File: config.mk
export PLATFORM = sky130hd
export DESIGN_NAME = frequency_ordered_lookup_table_core
export DESIGN_NICKNAME = d
export VERILOG_FILES = /design/src/fol_pkg.sv /design/src/fol_ram.sv /design/src/fol_rsp_reg.sv /design/src/frequency_ordered_lookup_table_core.sv
export SDC_FILE = /design/constraint.sdc
export NUM_CORES = 2
export LEC_CHECK = 0
export BUFFER_PORTS_ARGS = -buffer_cell sky130_fd_sc_hd__buf_2
export CAP_MARGIN = 20
export CELL_PAD_IN_SITES_DETAIL_PLACEMENT = 1
export CELL_PAD_IN_SITES_GLOBAL_PLACEMENT = 1
export CORE_ASPECT_RATIO = 0.7
export CORE_MARGIN = 3
export CORE_UTILIZATION = 50
export CTS_CLUSTER_DIAMETER = 30
export DETAILED_ROUTE_END_ITERATION = 6
export PLACE_DENSITY = 0.83
export SYNTH_ARGS = -nofsm -noshare
export SYNTH_HDL_FRONTEND = slang
export SYNTH_SLANG_ARGS = --single-unit
export TNS_END_PERCENT = 1
File: constraint.sdc
create_clock -name clock -period 8.7 [get_ports clock]
set_input_delay 1.305 -clock clock [delete_from_list [all_inputs] [get_ports clock]]
set_output_delay 1.305 -clock clock [all_outputs]
set_load 0.01 [all_outputs]
File: src/fol_pkg.sv
// ----------------------------------------------------------------------------
// Frequency-ordered lookup table package
// Field widths, mode and status codes and the result beat shared by the
// lookup table core and its response register.
// ----------------------------------------------------------------------------
package fol_pkg;

   localparam int MODE_BITS   = 2;
   localparam int KEY_BITS    = 32;
   localparam int INDEX_BITS  = 6;
   localparam int STATUS_BITS = 3;
   localparam int POS_BITS    = 6;
   localparam int HIT_BITS    = 16;
   localparam int OCC_BITS    = 7;

   localparam logic [MODE_BITS-1:0] MODE_APPEND = 2'd0;
   localparam logic [MODE_BITS-1:0] MODE_LOOKUP = 2'd1;
   localparam logic [MODE_BITS-1:0] MODE_READ   = 2'd2;

   localparam logic [STATUS_BITS-1:0] ST_APPENDED  = 3'd0;
   localparam logic [STATUS_BITS-1:0] ST_FULL      = 3'd1;
   localparam logic [STATUS_BITS-1:0] ST_FOUND     = 3'd2;
   localparam logic [STATUS_BITS-1:0] ST_NOT_FOUND = 3'd3;
   localparam logic [STATUS_BITS-1:0] ST_READ_OK   = 3'd4;
   localparam logic [STATUS_BITS-1:0] ST_BAD_INDEX = 3'd5;

   typedef struct packed {
      logic [STATUS_BITS-1:0]     status;
      logic [POS_BITS-1:0]        old_position;
      logic [POS_BITS-1:0]        new_position;
      logic [HIT_BITS-1:0]        hit_count;
      logic signed [KEY_BITS-1:0] entry_key;
      logic [OCC_BITS-1:0]        occupancy;
   } result_type;

endpackage

File: src/fol_ram.sv
// ----------------------------------------------------------------------------
// Generic simple dual-port RAM
// One write port and one read port; the read data is registered, so it
// appears in the cycle after the address.
// ----------------------------------------------------------------------------
module fol_ram #(
   parameter int WIDTH = 8,
   parameter int DEPTH = 16
) (
   input  logic                     clock,
   input  logic                     wr_en,
   input  logic [$clog2(DEPTH)-1:0] wr_addr,
   input  logic [WIDTH-1:0]         wr_data,
   input  logic [$clog2(DEPTH)-1:0] rd_addr,
   output logic [WIDTH-1:0]         rd_data
);

   logic [WIDTH-1:0] mem_ff [DEPTH];
   logic [WIDTH-1:0] rd_data_ff;

   always_ff @(posedge clock) begin
      if (wr_en) begin
         mem_ff[wr_addr] <= wr_data;
      end
      rd_data_ff <= mem_ff[rd_addr];
   end

   assign rd_data = rd_data_ff;

endmodule

File: src/fol_rsp_reg.sv
// ----------------------------------------------------------------------------
// Response output register
// Holds one result beat until the receiver takes it, and tells the core
// when a new beat may be loaded.
// ----------------------------------------------------------------------------
module fol_rsp_reg (
   input  logic               clock,
   input  logic               reset,
   input  logic               load,
   input  fol_pkg::result_type load_data,
   output logic               free,
   output logic               rsp_valid,
   input  logic               rsp_stall,
   output fol_pkg::result_type rsp_data
);

   import fol_pkg::*;

   logic       valid_ff;
   logic       valid_in;
   result_type data_ff;
   result_type data_in;

   assign free     = !valid_ff || !rsp_stall;
   assign valid_in = load || (valid_ff && rsp_stall);
   assign data_in  = load ? load_data : data_ff;

   always_ff @(posedge clock) begin
      if (reset) begin
         valid_ff <= 1'b0;
      end else begin
         valid_ff <= valid_in;
      end
   end

   always_ff @(posedge clock) begin
      data_ff <= data_in;
   end

   assign rsp_valid = valid_ff;
   assign rsp_data  = data_ff;

endmodule

File: src/frequency_ordered_lookup_table_core.sv
// ----------------------------------------------------------------------------
// Frequency-ordered lookup table core
// An ordered table of keys with hit counts, kept in descending count order.
//
//   Channel   Direction  Handshake            Beat contents
//   req_      in         req_valid/req_stall  mode, key, index
//   rsp_      out        rsp_valid/rsp_stall  status, positions, count, key, fill
//
// A lookup scans the RAM one entry per cycle from the front and, on a hit
// at position p that moves to position j, shifts entries back one per
// cycle; a hit at the front needs no shift, and a miss scans every filled
// entry. The single RAM read port is why the scan and the shift go one
// entry at a time. One item is in work at a time.
// Reset empties the table at once; no clearing pass is needed.
// A stalled result waits in the output register while the next beat is taken.
// ----------------------------------------------------------------------------
module frequency_ordered_lookup_table_core #(
   parameter int DEPTH      = 64,
   parameter int COUNT_BITS = 16
) (
   input  logic                                  clock,
   input  logic                                  reset,
   input  logic                                  req_valid,
   output logic                                  req_stall,
   input  logic [fol_pkg::MODE_BITS-1:0]         req_mode,
   input  logic signed [fol_pkg::KEY_BITS-1:0]   req_key,
   input  logic [fol_pkg::INDEX_BITS-1:0]        req_index,
   output logic                                  rsp_valid,
   input  logic                                  rsp_stall,
   output logic [fol_pkg::STATUS_BITS-1:0]       rsp_status,
   output logic [fol_pkg::POS_BITS-1:0]          rsp_old_position,
   output logic [fol_pkg::POS_BITS-1:0]          rsp_new_position,
   output logic [fol_pkg::HIT_BITS-1:0]          rsp_hit_count,
   output logic signed [fol_pkg::KEY_BITS-1:0]   rsp_entry_key,
   output logic [fol_pkg::OCC_BITS-1:0]          rsp_occupancy
);

   import fol_pkg::*;

   localparam int ADDR_BITS  = $clog2(DEPTH);
   localparam int LEVEL_BITS = $clog2(DEPTH + 1);
   localparam int CMP_BITS   = (LEVEL_BITS > INDEX_BITS) ? LEVEL_BITS : INDEX_BITS;
   localparam int ENTRY_BITS = KEY_BITS + COUNT_BITS;

   localparam logic [COUNT_BITS-1:0] COUNT_MAX = {COUNT_BITS{1'b1}};

   localparam logic [2:0] S_IDLE  = 3'd0;
   localparam logic [2:0] S_SCAN  = 3'd1;
   localparam logic [2:0] S_SHIFT = 3'd2;
   localparam logic [2:0] S_READ  = 3'd3;
   localparam logic [2:0] S_DONE  = 3'd4;

   logic [2:0]                 state_ff, state_in;
   logic [LEVEL_BITS-1:0]      fill_ff, fill_in;
   logic signed [KEY_BITS-1:0] key_ff, key_in;
   logic [ADDR_BITS-1:0]       ptr_ff, ptr_in;
   logic [ADDR_BITS-1:0]       hit_pos_ff, hit_pos_in;
   logic [COUNT_BITS-1:0]      count_ff, count_in;
   result_type                 res_ff, res_in;

   logic                       mem_we;
   logic [ADDR_BITS-1:0]       mem_waddr;
   logic [ENTRY_BITS-1:0]      mem_wdata;
   logic [ADDR_BITS-1:0]       mem_raddr;
   logic [ENTRY_BITS-1:0]      mem_rdata;

   logic signed [KEY_BITS-1:0] rd_key;
   logic [COUNT_BITS-1:0]      rd_count;
   logic [COUNT_BITS-1:0]      rd_count_inc;
   logic [LEVEL_BITS-1:0]      next_ptr_level;
   logic [CMP_BITS-1:0]        index_ext;
   logic [CMP_BITS-1:0]        fill_ext;
   logic                       accept;
   logic                       rsp_free;
   logic                       rsp_load;
   result_type                 rsp_load_data;
   result_type                 rsp_data;

   fol_ram #(
      .WIDTH (ENTRY_BITS),
      .DEPTH (DEPTH)
   ) u_table_ram (
      .clock   (clock),
      .wr_en   (mem_we),
      .wr_addr (mem_waddr),
      .wr_data (mem_wdata),
      .rd_addr (mem_raddr),
      .rd_data (mem_rdata)
   );

   assign rd_key         = mem_rdata[ENTRY_BITS-1 -: KEY_BITS];
   assign rd_count       = mem_rdata[COUNT_BITS-1:0];
   assign rd_count_inc   = (rd_count == COUNT_MAX) ? rd_count : rd_count + 1'b1;
   assign next_ptr_level = LEVEL_BITS'(ptr_ff) + LEVEL_BITS'(1);
   assign index_ext      = CMP_BITS'(req_index);
   assign fill_ext       = CMP_BITS'(fill_ff);

   assign req_stall = (state_ff != S_IDLE);
   assign accept    = req_valid && !req_stall;

   always_comb begin
      state_in   = state_ff;
      fill_in    = fill_ff;
      key_in     = key_ff;
      ptr_in     = ptr_ff;
      hit_pos_in = hit_pos_ff;
      count_in   = count_ff;
      res_in     = res_ff;
      mem_we     = 1'b0;
      mem_waddr  = ptr_ff;
      mem_wdata  = {key_ff, count_ff};
      mem_raddr  = ptr_ff;
      rsp_load   = 1'b0;

      unique case (state_ff)
         S_IDLE: begin
            if (accept) begin
               key_in   = req_key;
               res_in   = '0;
               state_in = S_DONE;
               unique case (req_mode)
                  MODE_APPEND: begin
                     if (fill_ff >= LEVEL_BITS'(DEPTH)) begin
                        res_in.status = ST_FULL;
                     end else begin
                        mem_we              = 1'b1;
                        mem_waddr           = fill_ff[ADDR_BITS-1:0];
                        mem_wdata           = {req_key, COUNT_BITS'(0)};
                        fill_in             = fill_ff + 1'b1;
                        res_in.status       = ST_APPENDED;
                        res_in.old_position = POS_BITS'(fill_ff);
                        res_in.new_position = POS_BITS'(fill_ff);
                     end
                  end
                  MODE_LOOKUP: begin
                     if (fill_ff == '0) begin
                        res_in.status = ST_NOT_FOUND;
                     end else begin
                        mem_raddr = '0;
                        ptr_in    = '0;
                        state_in  = S_SCAN;
                     end
                  end
                  MODE_READ: begin
                     if (index_ext < fill_ext) begin
                        mem_raddr = index_ext[ADDR_BITS-1:0];
                        state_in  = S_READ;
                     end else begin
                        res_in.status = ST_BAD_INDEX;
                     end
                  end
                  default: begin
                     res_in.status = ST_BAD_INDEX;
                  end
               endcase
            end
         end
         S_SCAN: begin
            if (rd_key == key_ff) begin
               count_in   = rd_count_inc;
               hit_pos_in = ptr_ff;
               if (ptr_ff == '0) begin
                  mem_we              = 1'b1;
                  mem_waddr           = '0;
                  mem_wdata           = {key_ff, rd_count_inc};
                  res_in              = '0;
                  res_in.status       = ST_FOUND;
                  res_in.hit_count    = HIT_BITS'(rd_count_inc);
                  state_in            = S_DONE;
               end else begin
                  mem_raddr = ptr_ff - 1'b1;
                  state_in  = S_SHIFT;
               end
            end else if (next_ptr_level >= fill_ff) begin
               res_in        = '0;
               res_in.status = ST_NOT_FOUND;
               state_in      = S_DONE;
            end else begin
               mem_raddr = ptr_ff + 1'b1;
               ptr_in    = ptr_ff + 1'b1;
            end
         end
         S_SHIFT: begin
            mem_we    = 1'b1;
            mem_waddr = ptr_ff;
            if (ptr_ff == '0 || rd_count >= count_ff) begin
               mem_wdata           = {key_ff, count_ff};
               res_in              = '0;
               res_in.status       = ST_FOUND;
               res_in.old_position = POS_BITS'(hit_pos_ff);
               res_in.new_position = POS_BITS'(ptr_ff);
               res_in.hit_count    = HIT_BITS'(count_ff);
               state_in            = S_DONE;
            end else begin
               mem_wdata = mem_rdata;
               mem_raddr = ptr_ff - ADDR_BITS'(2);
               ptr_in    = ptr_ff - 1'b1;
            end
         end
         S_READ: begin
            res_in           = '0;
            res_in.status    = ST_READ_OK;
            res_in.hit_count = HIT_BITS'(rd_count);
            res_in.entry_key = rd_key;
            state_in         = S_DONE;
         end
         S_DONE: begin
            if (rsp_free) begin
               rsp_load = 1'b1;
               state_in = S_IDLE;
            end
         end
         default: begin
            state_in = S_IDLE;
         end
      endcase
   end

   always_comb begin
      rsp_load_data           = res_ff;
      rsp_load_data.occupancy = OCC_BITS'(fill_ff);
   end

   always_ff @(posedge clock) begin
      if (reset) begin
         state_ff <= S_IDLE;
         fill_ff  <= '0;
      end else begin
         state_ff <= state_in;
         fill_ff  <= fill_in;
      end
   end

   always_ff @(posedge clock) begin
      key_ff     <= key_in;
      ptr_ff     <= ptr_in;
      hit_pos_ff <= hit_pos_in;
      count_ff   <= count_in;
      res_ff     <= res_in;
   end

   fol_rsp_reg u_rsp_reg (
      .clock     (clock),
      .reset     (reset),
      .load      (rsp_load),
      .load_data (rsp_load_data),
      .free      (rsp_free),
      .rsp_valid (rsp_valid),
      .rsp_stall (rsp_stall),
      .rsp_data  (rsp_data)
   );

   assign rsp_status       = rsp_data.status;
   assign rsp_old_position = rsp_data.old_position;
   assign rsp_new_position = rsp_data.new_position;
   assign rsp_hit_count    = rsp_data.hit_count;
   assign rsp_entry_key    = rsp_data.entry_key;
   assign rsp_occupancy    = rsp_data.occupancy;

   // The table never holds more entries than it has slots.
   a_fill_bound: assert property (@(posedge clock) disable iff (reset)
      fill_ff <= LEVEL_BITS'(DEPTH))
      else $error("fill level exceeds table depth");

   // Entries are never removed, so the fill level never drops.
   a_fill_monotonic: assert property (@(posedge clock) disable iff (reset)
      state_ff != S_IDLE |=> fill_ff == $past(fill_ff))
      else $error("fill level changed during a lookup or read");

   // The scan pointer stays inside the filled part of the table.
   a_scan_in_range: assert property (@(posedge clock) disable iff (reset)
      (state_ff == S_SCAN || state_ff == S_SHIFT) |-> LEVEL_BITS'(ptr_ff) < fill_ff)
      else $error("scan pointer beyond fill level");

   // The hit entry only moves toward the front.
   a_shift_forward: assert property (@(posedge clock) disable iff (reset)
      state_ff == S_SHIFT |-> ptr_ff <= hit_pos_ff)
      else $error("shift slot behind the hit position");

   // No table write while a read result or a finished result is pending.
   a_no_late_write: assert property (@(posedge clock) disable iff (reset)
      (state_ff == S_READ || state_ff == S_DONE) |-> !mem_we)
      else $error("table written outside an update");

endmodule
==> results list <==
* Syn Inst Count: 6,263
* Ys flop type: sky130_fd_sc_hd__edfxtp_1
* Largest vdd supply drop: 0.255 mV
* Minimum clock period after layout: 7.71 ns
- Flip-flop and latch count after synthesis: 3,324
- Clk_skew: 0.116 ns
- Failing checks: DRC
- For this run, the detailed router's first-pass iteration total came to 7.
- Clock tree synthesis found a total of 3,324 sinks.
- The number of max-slew violations in the final report is 0.
- Sequential cell area fraction in the yosys report: 0.770
- Clock network latency to the later pin of the worst-skew pair: 0.98 ns
* Number of top-level design ports: 116
* Worst-path fanout max: 51
* Count of endpoints failing setup in the final report: 0
- TritonCTS built the clock tree.
* Antenna violations before repair: 27
- RSZ-0062 raised after global routing: no
* Maximum clock frequency: 0.130 GHz
- DRC Markers: 5
* Total negative slack for setup checks: 0 ns
- The core region is 256,000 um2.
- The total overflow left after global routing is 0.
* Classification of the worst-slack hold path: flop to flop
- Fraction of registers with async set/reset: 0
* Cell area after technology mapping: 129,000 um2
* Post-Place Worst Slack: 1.47 ns
- In the final design database the tool counted 6,900 nets.
* Per-cell routed wire length: 41.8 um
* Final period utilization: 0.887
- Entering global routing, the biggest net connects 85 pins.
- In this run the deepest clock path goes through 4 buffers.
- Leakage power of the design: 49.2 nW
- Detailed placement finished with a half-perimeter wire length of 232,000 um.
- Across every metal layer, demand over resource in global routing totals 0.335.
- Excluding fillers, the count of instances in the completed layout stands at 10,600.
- Fraction of layout instances using a drive strength above 1: 0.300
- The worst setup path is launched from a flop.
- Starting utilization of the core area: 0.504
* Setup Crit Path Kind: flop to flop
- The synthesized design spends more area on one cell type than any other, namely sky130_fd_sc_hd__edfxtp_1.
- Mapped Avg Cell Area: 20.6 um2
- The run finished, with violations left.
- The worst setup path is captured at a flop.
* Max-cap violations: 0
- Measured on the finished design, the core utilization comes to 0.593.
- Actual transition at the worst max-transition pin: 1.25 ns
- Final wirelength: 443,000 um
- In this run, placement finished with an instance count of 9,727.
- At the worst endpoint, the required time is 9.41 ns.
* Die Ht: 431 um
- In this run the post-CTS setup repair buffer count came out at 0.
* Number of resized instances in the post-cts repair step: 0
* Top post-synthesis cells by area: sky130_fd_sc_hd__edfxtp_1 (76%), sky130_fd_sc_hd__mux4_2 (13%), sky130_fd_sc_hd__nand2_1 (1.3%)
- The first routing iteration left 15,400 violations.
- CTS built an H-tree with a depth of 5.
* Number of buffers inserted by port buffering: 115
* Area grow syn2layout: 17.6%
- Count of distinct cell types in the synthesized netlist: 65
- The die covers 264,000 um2.
* Remaining antenna violation count after routing: 0
* Count of synthesis-stage warnings from yosys: 0
- At the end of routability-driven placement, the weighted congestion stood at 0.896.
* Via total after detailed routing: 74,900
- The number of failing hold endpoints at the final stage was 0.
* Num rows: 155
- The root buffer cell chosen for the clock tree is sky130_fd_sc_hd__clkbuf_16.
- First-pass GRT wire length: 617,000 um
* Synth top area share: 0.761
* Worst slew margin: 0.158
- Critical path data arrival time: 8.43 ns
- CTS Hold Bufs: 0
- Vias in the first global route: 76,800
- Total Power: 44.2 mW
- The worst path meets setup with 0.987 ns of slack.
* Die X: 613 um
- Synthesis produced a netlist with a net count of 6,348.
- Post-detailed-route via-to-cell ratio: 7.07
* Clock slew seen by the registers of the worst setup and hold paths: 0.07 ns
- Yosys mapped a number of flops with a built-in enable equal to 3,265.
- Counting the buffers created by CTS gives 456.
- Total power density per cell area: 292 nW/um2
-- metal layers --
layer / vias up / wire length [um] / share of wire / track usage
met3: 1420 / 65800 / 0.15 / 0.116
li1: 27100 / - / - / -
met2: 7561 / 201000 / 0.45 / 0.502
met1: 38800 / 149000 / 0.34 / 0.439
met4: 32 / 26300 / 0.059 / 0.170
met5: - / 430 / 0.00097 / 0.00748
-- flip-flops by register name (all words and copies together) (netlist names) --
name                 cells
ptr_ff                   6
u_rsp_reg.rsp_valid      1
res_ff                  63
u_rsp_reg.rsp_data      70
u_table_ram.rd_data     48
hit_pos_ff               6
u_table_ram.mem_ff    3072
state_ff                 3
count_ff                16
fill_ext                 7
key_ff                  32
-- power breakdown --
part	internal, mW	switching (mW)	leakage [nW]	total (mW)
Clock	11.6	7.76	7.48	19.3
Sequential	18.3	0.360	30.1	18.6
Combinational	2.18	4.04	11.6	6.22
-- logic make-up (layout without fill, tap and decap cells) --
group | Yosys count | count (layout) | synth area share
fa+ha+maj | 41 | 41 | 0.00398
other cells | 0 | 18 | 0
flops | 3324 | 3324 | 0.770
xor+xnor | 57 | 57 | 0.00388
compound gates | 503 | 503 | 0.0241
buf+inv | 428 | 1368 | 0.0160
mux | 916 | 916 | 0.147
simple gates | 994 | 994 | 0.0350
-- synth_stat cells (48+ instances only) --
| master | instances |
|---|---|
| sky130_fd_sc_hd__edfxtp_1 | 3265 |
| sky130_fd_sc_hd__mux2i_1 | 55 |
| sky130_fd_sc_hd__o21ai_1 | 49 |
| sky130_fd_sc_hd__buf_2 | 86 |
| sky130_fd_sc_hd__mux4_2 | 768 |
| sky130_fd_sc_hd__nand3_1 | 205 |
| sky130_fd_sc_hd__buf_4 | 89 |
| sky130_fd_sc_hd__a21oi_1 | 225 |
| sky130_fd_sc_hd__nor3_1 | 62 |
| sky130_fd_sc_hd__inv_1 | 84 |
| sky130_fd_sc_hd__nor4_1 | 49 |
| sky130_fd_sc_hd__o22ai_1 | 50 |
| sky130_fd_sc_hd__xnor2_1 | 48 |
| sky130_fd_sc_hd__mux2_2 | 93 |
| sky130_fd_sc_hd__dfxtp_1 | 59 |
| sky130_fd_sc_hd__clkbuf_1 | 144 |
| sky130_fd_sc_hd__nand2_1 | 448 |
| sky130_fd_sc_hd__nor2_1 | 123 |
| sky130_fd_sc_hd__o21ai_0 | 52 |
-- worst max-delay path: stages (launching register included) --
cell                       delay, ns
sky130_fd_sc_hd__edfxtp_1       0.79
sky130_fd_sc_hd__ha_1           0.37
sky130_fd_sc_hd__nand3_1        0.25
sky130_fd_sc_hd__xnor2_1        0.56
sky130_fd_sc_hd__ha_1           0.35
sky130_fd_sc_hd__a21oi_1        0.14
sky130_fd_sc_hd__o21ai_0        0.15
sky130_fd_sc_hd__a21oi_1        0.62
sky130_fd_sc_hd__nand2_1        0.29
sky130_fd_sc_hd__o211a_1        0.30
sky130_fd_sc_hd__o31ai_1        0.68
sky130_fd_sc_hd__nand2_4        0.68
sky130_fd_sc_hd__buf_4          0.40
sky130_fd_sc_hd__buf_12         0.21
sky130_fd_sc_hd__mux2i_1        0.23
sky130_fd_sc_hd__o21ai_1        0.15
sky130_fd_sc_hd__nor4_1         1.00
sky130_fd_sc_hd__nor3_1         0.26
-- stage by stage --
step | hold slack, ns | instance area (um2)
finish | 0.392 | 152000
global route | 0.403 | 151000
CTS | 0.387 | 151000
detailed placement | 0.406 | 136000
global placement | 0.402 | 136000
floorplan | 0.400 | 129000
-- placed cells by master, fill, tap and decap left out, types with 18 or more instances in the layout --
cell type,n
sky130_fd_sc_hd__a21oi_1,224
sky130_fd_sc_hd__a222oi_1,41
sky130_fd_sc_hd__a22oi_1,21
sky130_fd_sc_hd__and3_1,40
sky130_fd_sc_hd__buf_12,72
sky130_fd_sc_hd__buf_2,120
sky130_fd_sc_hd__buf_4,244
sky130_fd_sc_hd__bufinv_16,57
sky130_fd_sc_hd__clkbuf_1,50
sky130_fd_sc_hd__clkbuf_16,459
sky130_fd_sc_hd__clkinv_1,39
sky130_fd_sc_hd__clkinv_2,65
sky130_fd_sc_hd__clkinv_4,43
sky130_fd_sc_hd__clkinvlp_4,52
sky130_fd_sc_hd__dfxtp_1,58
sky130_fd_sc_hd__diode_2,18
sky130_fd_sc_hd__edfxtp_1,3265
sky130_fd_sc_hd__ha_1,41
sky130_fd_sc_hd__inv_1,84
sky130_fd_sc_hd__inv_6,48
sky130_fd_sc_hd__mux2_2,93
sky130_fd_sc_hd__mux2i_1,55
sky130_fd_sc_hd__mux4_2,768
sky130_fd_sc_hd__nand2_1,444
sky130_fd_sc_hd__nand3_1,205
sky130_fd_sc_hd__nand4_1,18
sky130_fd_sc_hd__nor2_1,56
sky130_fd_sc_hd__nor2_4,67
sky130_fd_sc_hd__nor3_1,62
sky130_fd_sc_hd__nor4_1,44
sky130_fd_sc_hd__o21ai_0,46
sky130_fd_sc_hd__o21ai_1,49
sky130_fd_sc_hd__o22ai_1,50
sky130_fd_sc_hd__xnor2_1,48
-- cell type report --
type,instances,area [um2]
fill,21300,104000
sequential,3324,99200
multi-input combinational,2511,28200
clock buffer,520,11800
tap,3375,4220
timing repair buffer,438,3910
clock inverter,326,3720
inverter,84,315
antenna,18,45.0
-- worst paths after layout --
| path | cells after the start | start | end | slack, ns |
|---|---|---|---|---|
| min reg2reg | 0 | res_ff[38] | u_rsp_reg.rsp_data[38] | 0.39 |
| max | 17 | ptr_ff[0] | u_table_ram.rd_data[30] | 0.99 |
| max reg2reg | 17 | ptr_ff[0] | u_table_ram.rd_data[30] | 0.99 |
| min | 0 | res_ff[38] | u_rsp_reg.rsp_data[38] | 0.39 |
Note: power is estimated with default switching activity, not from simulation.
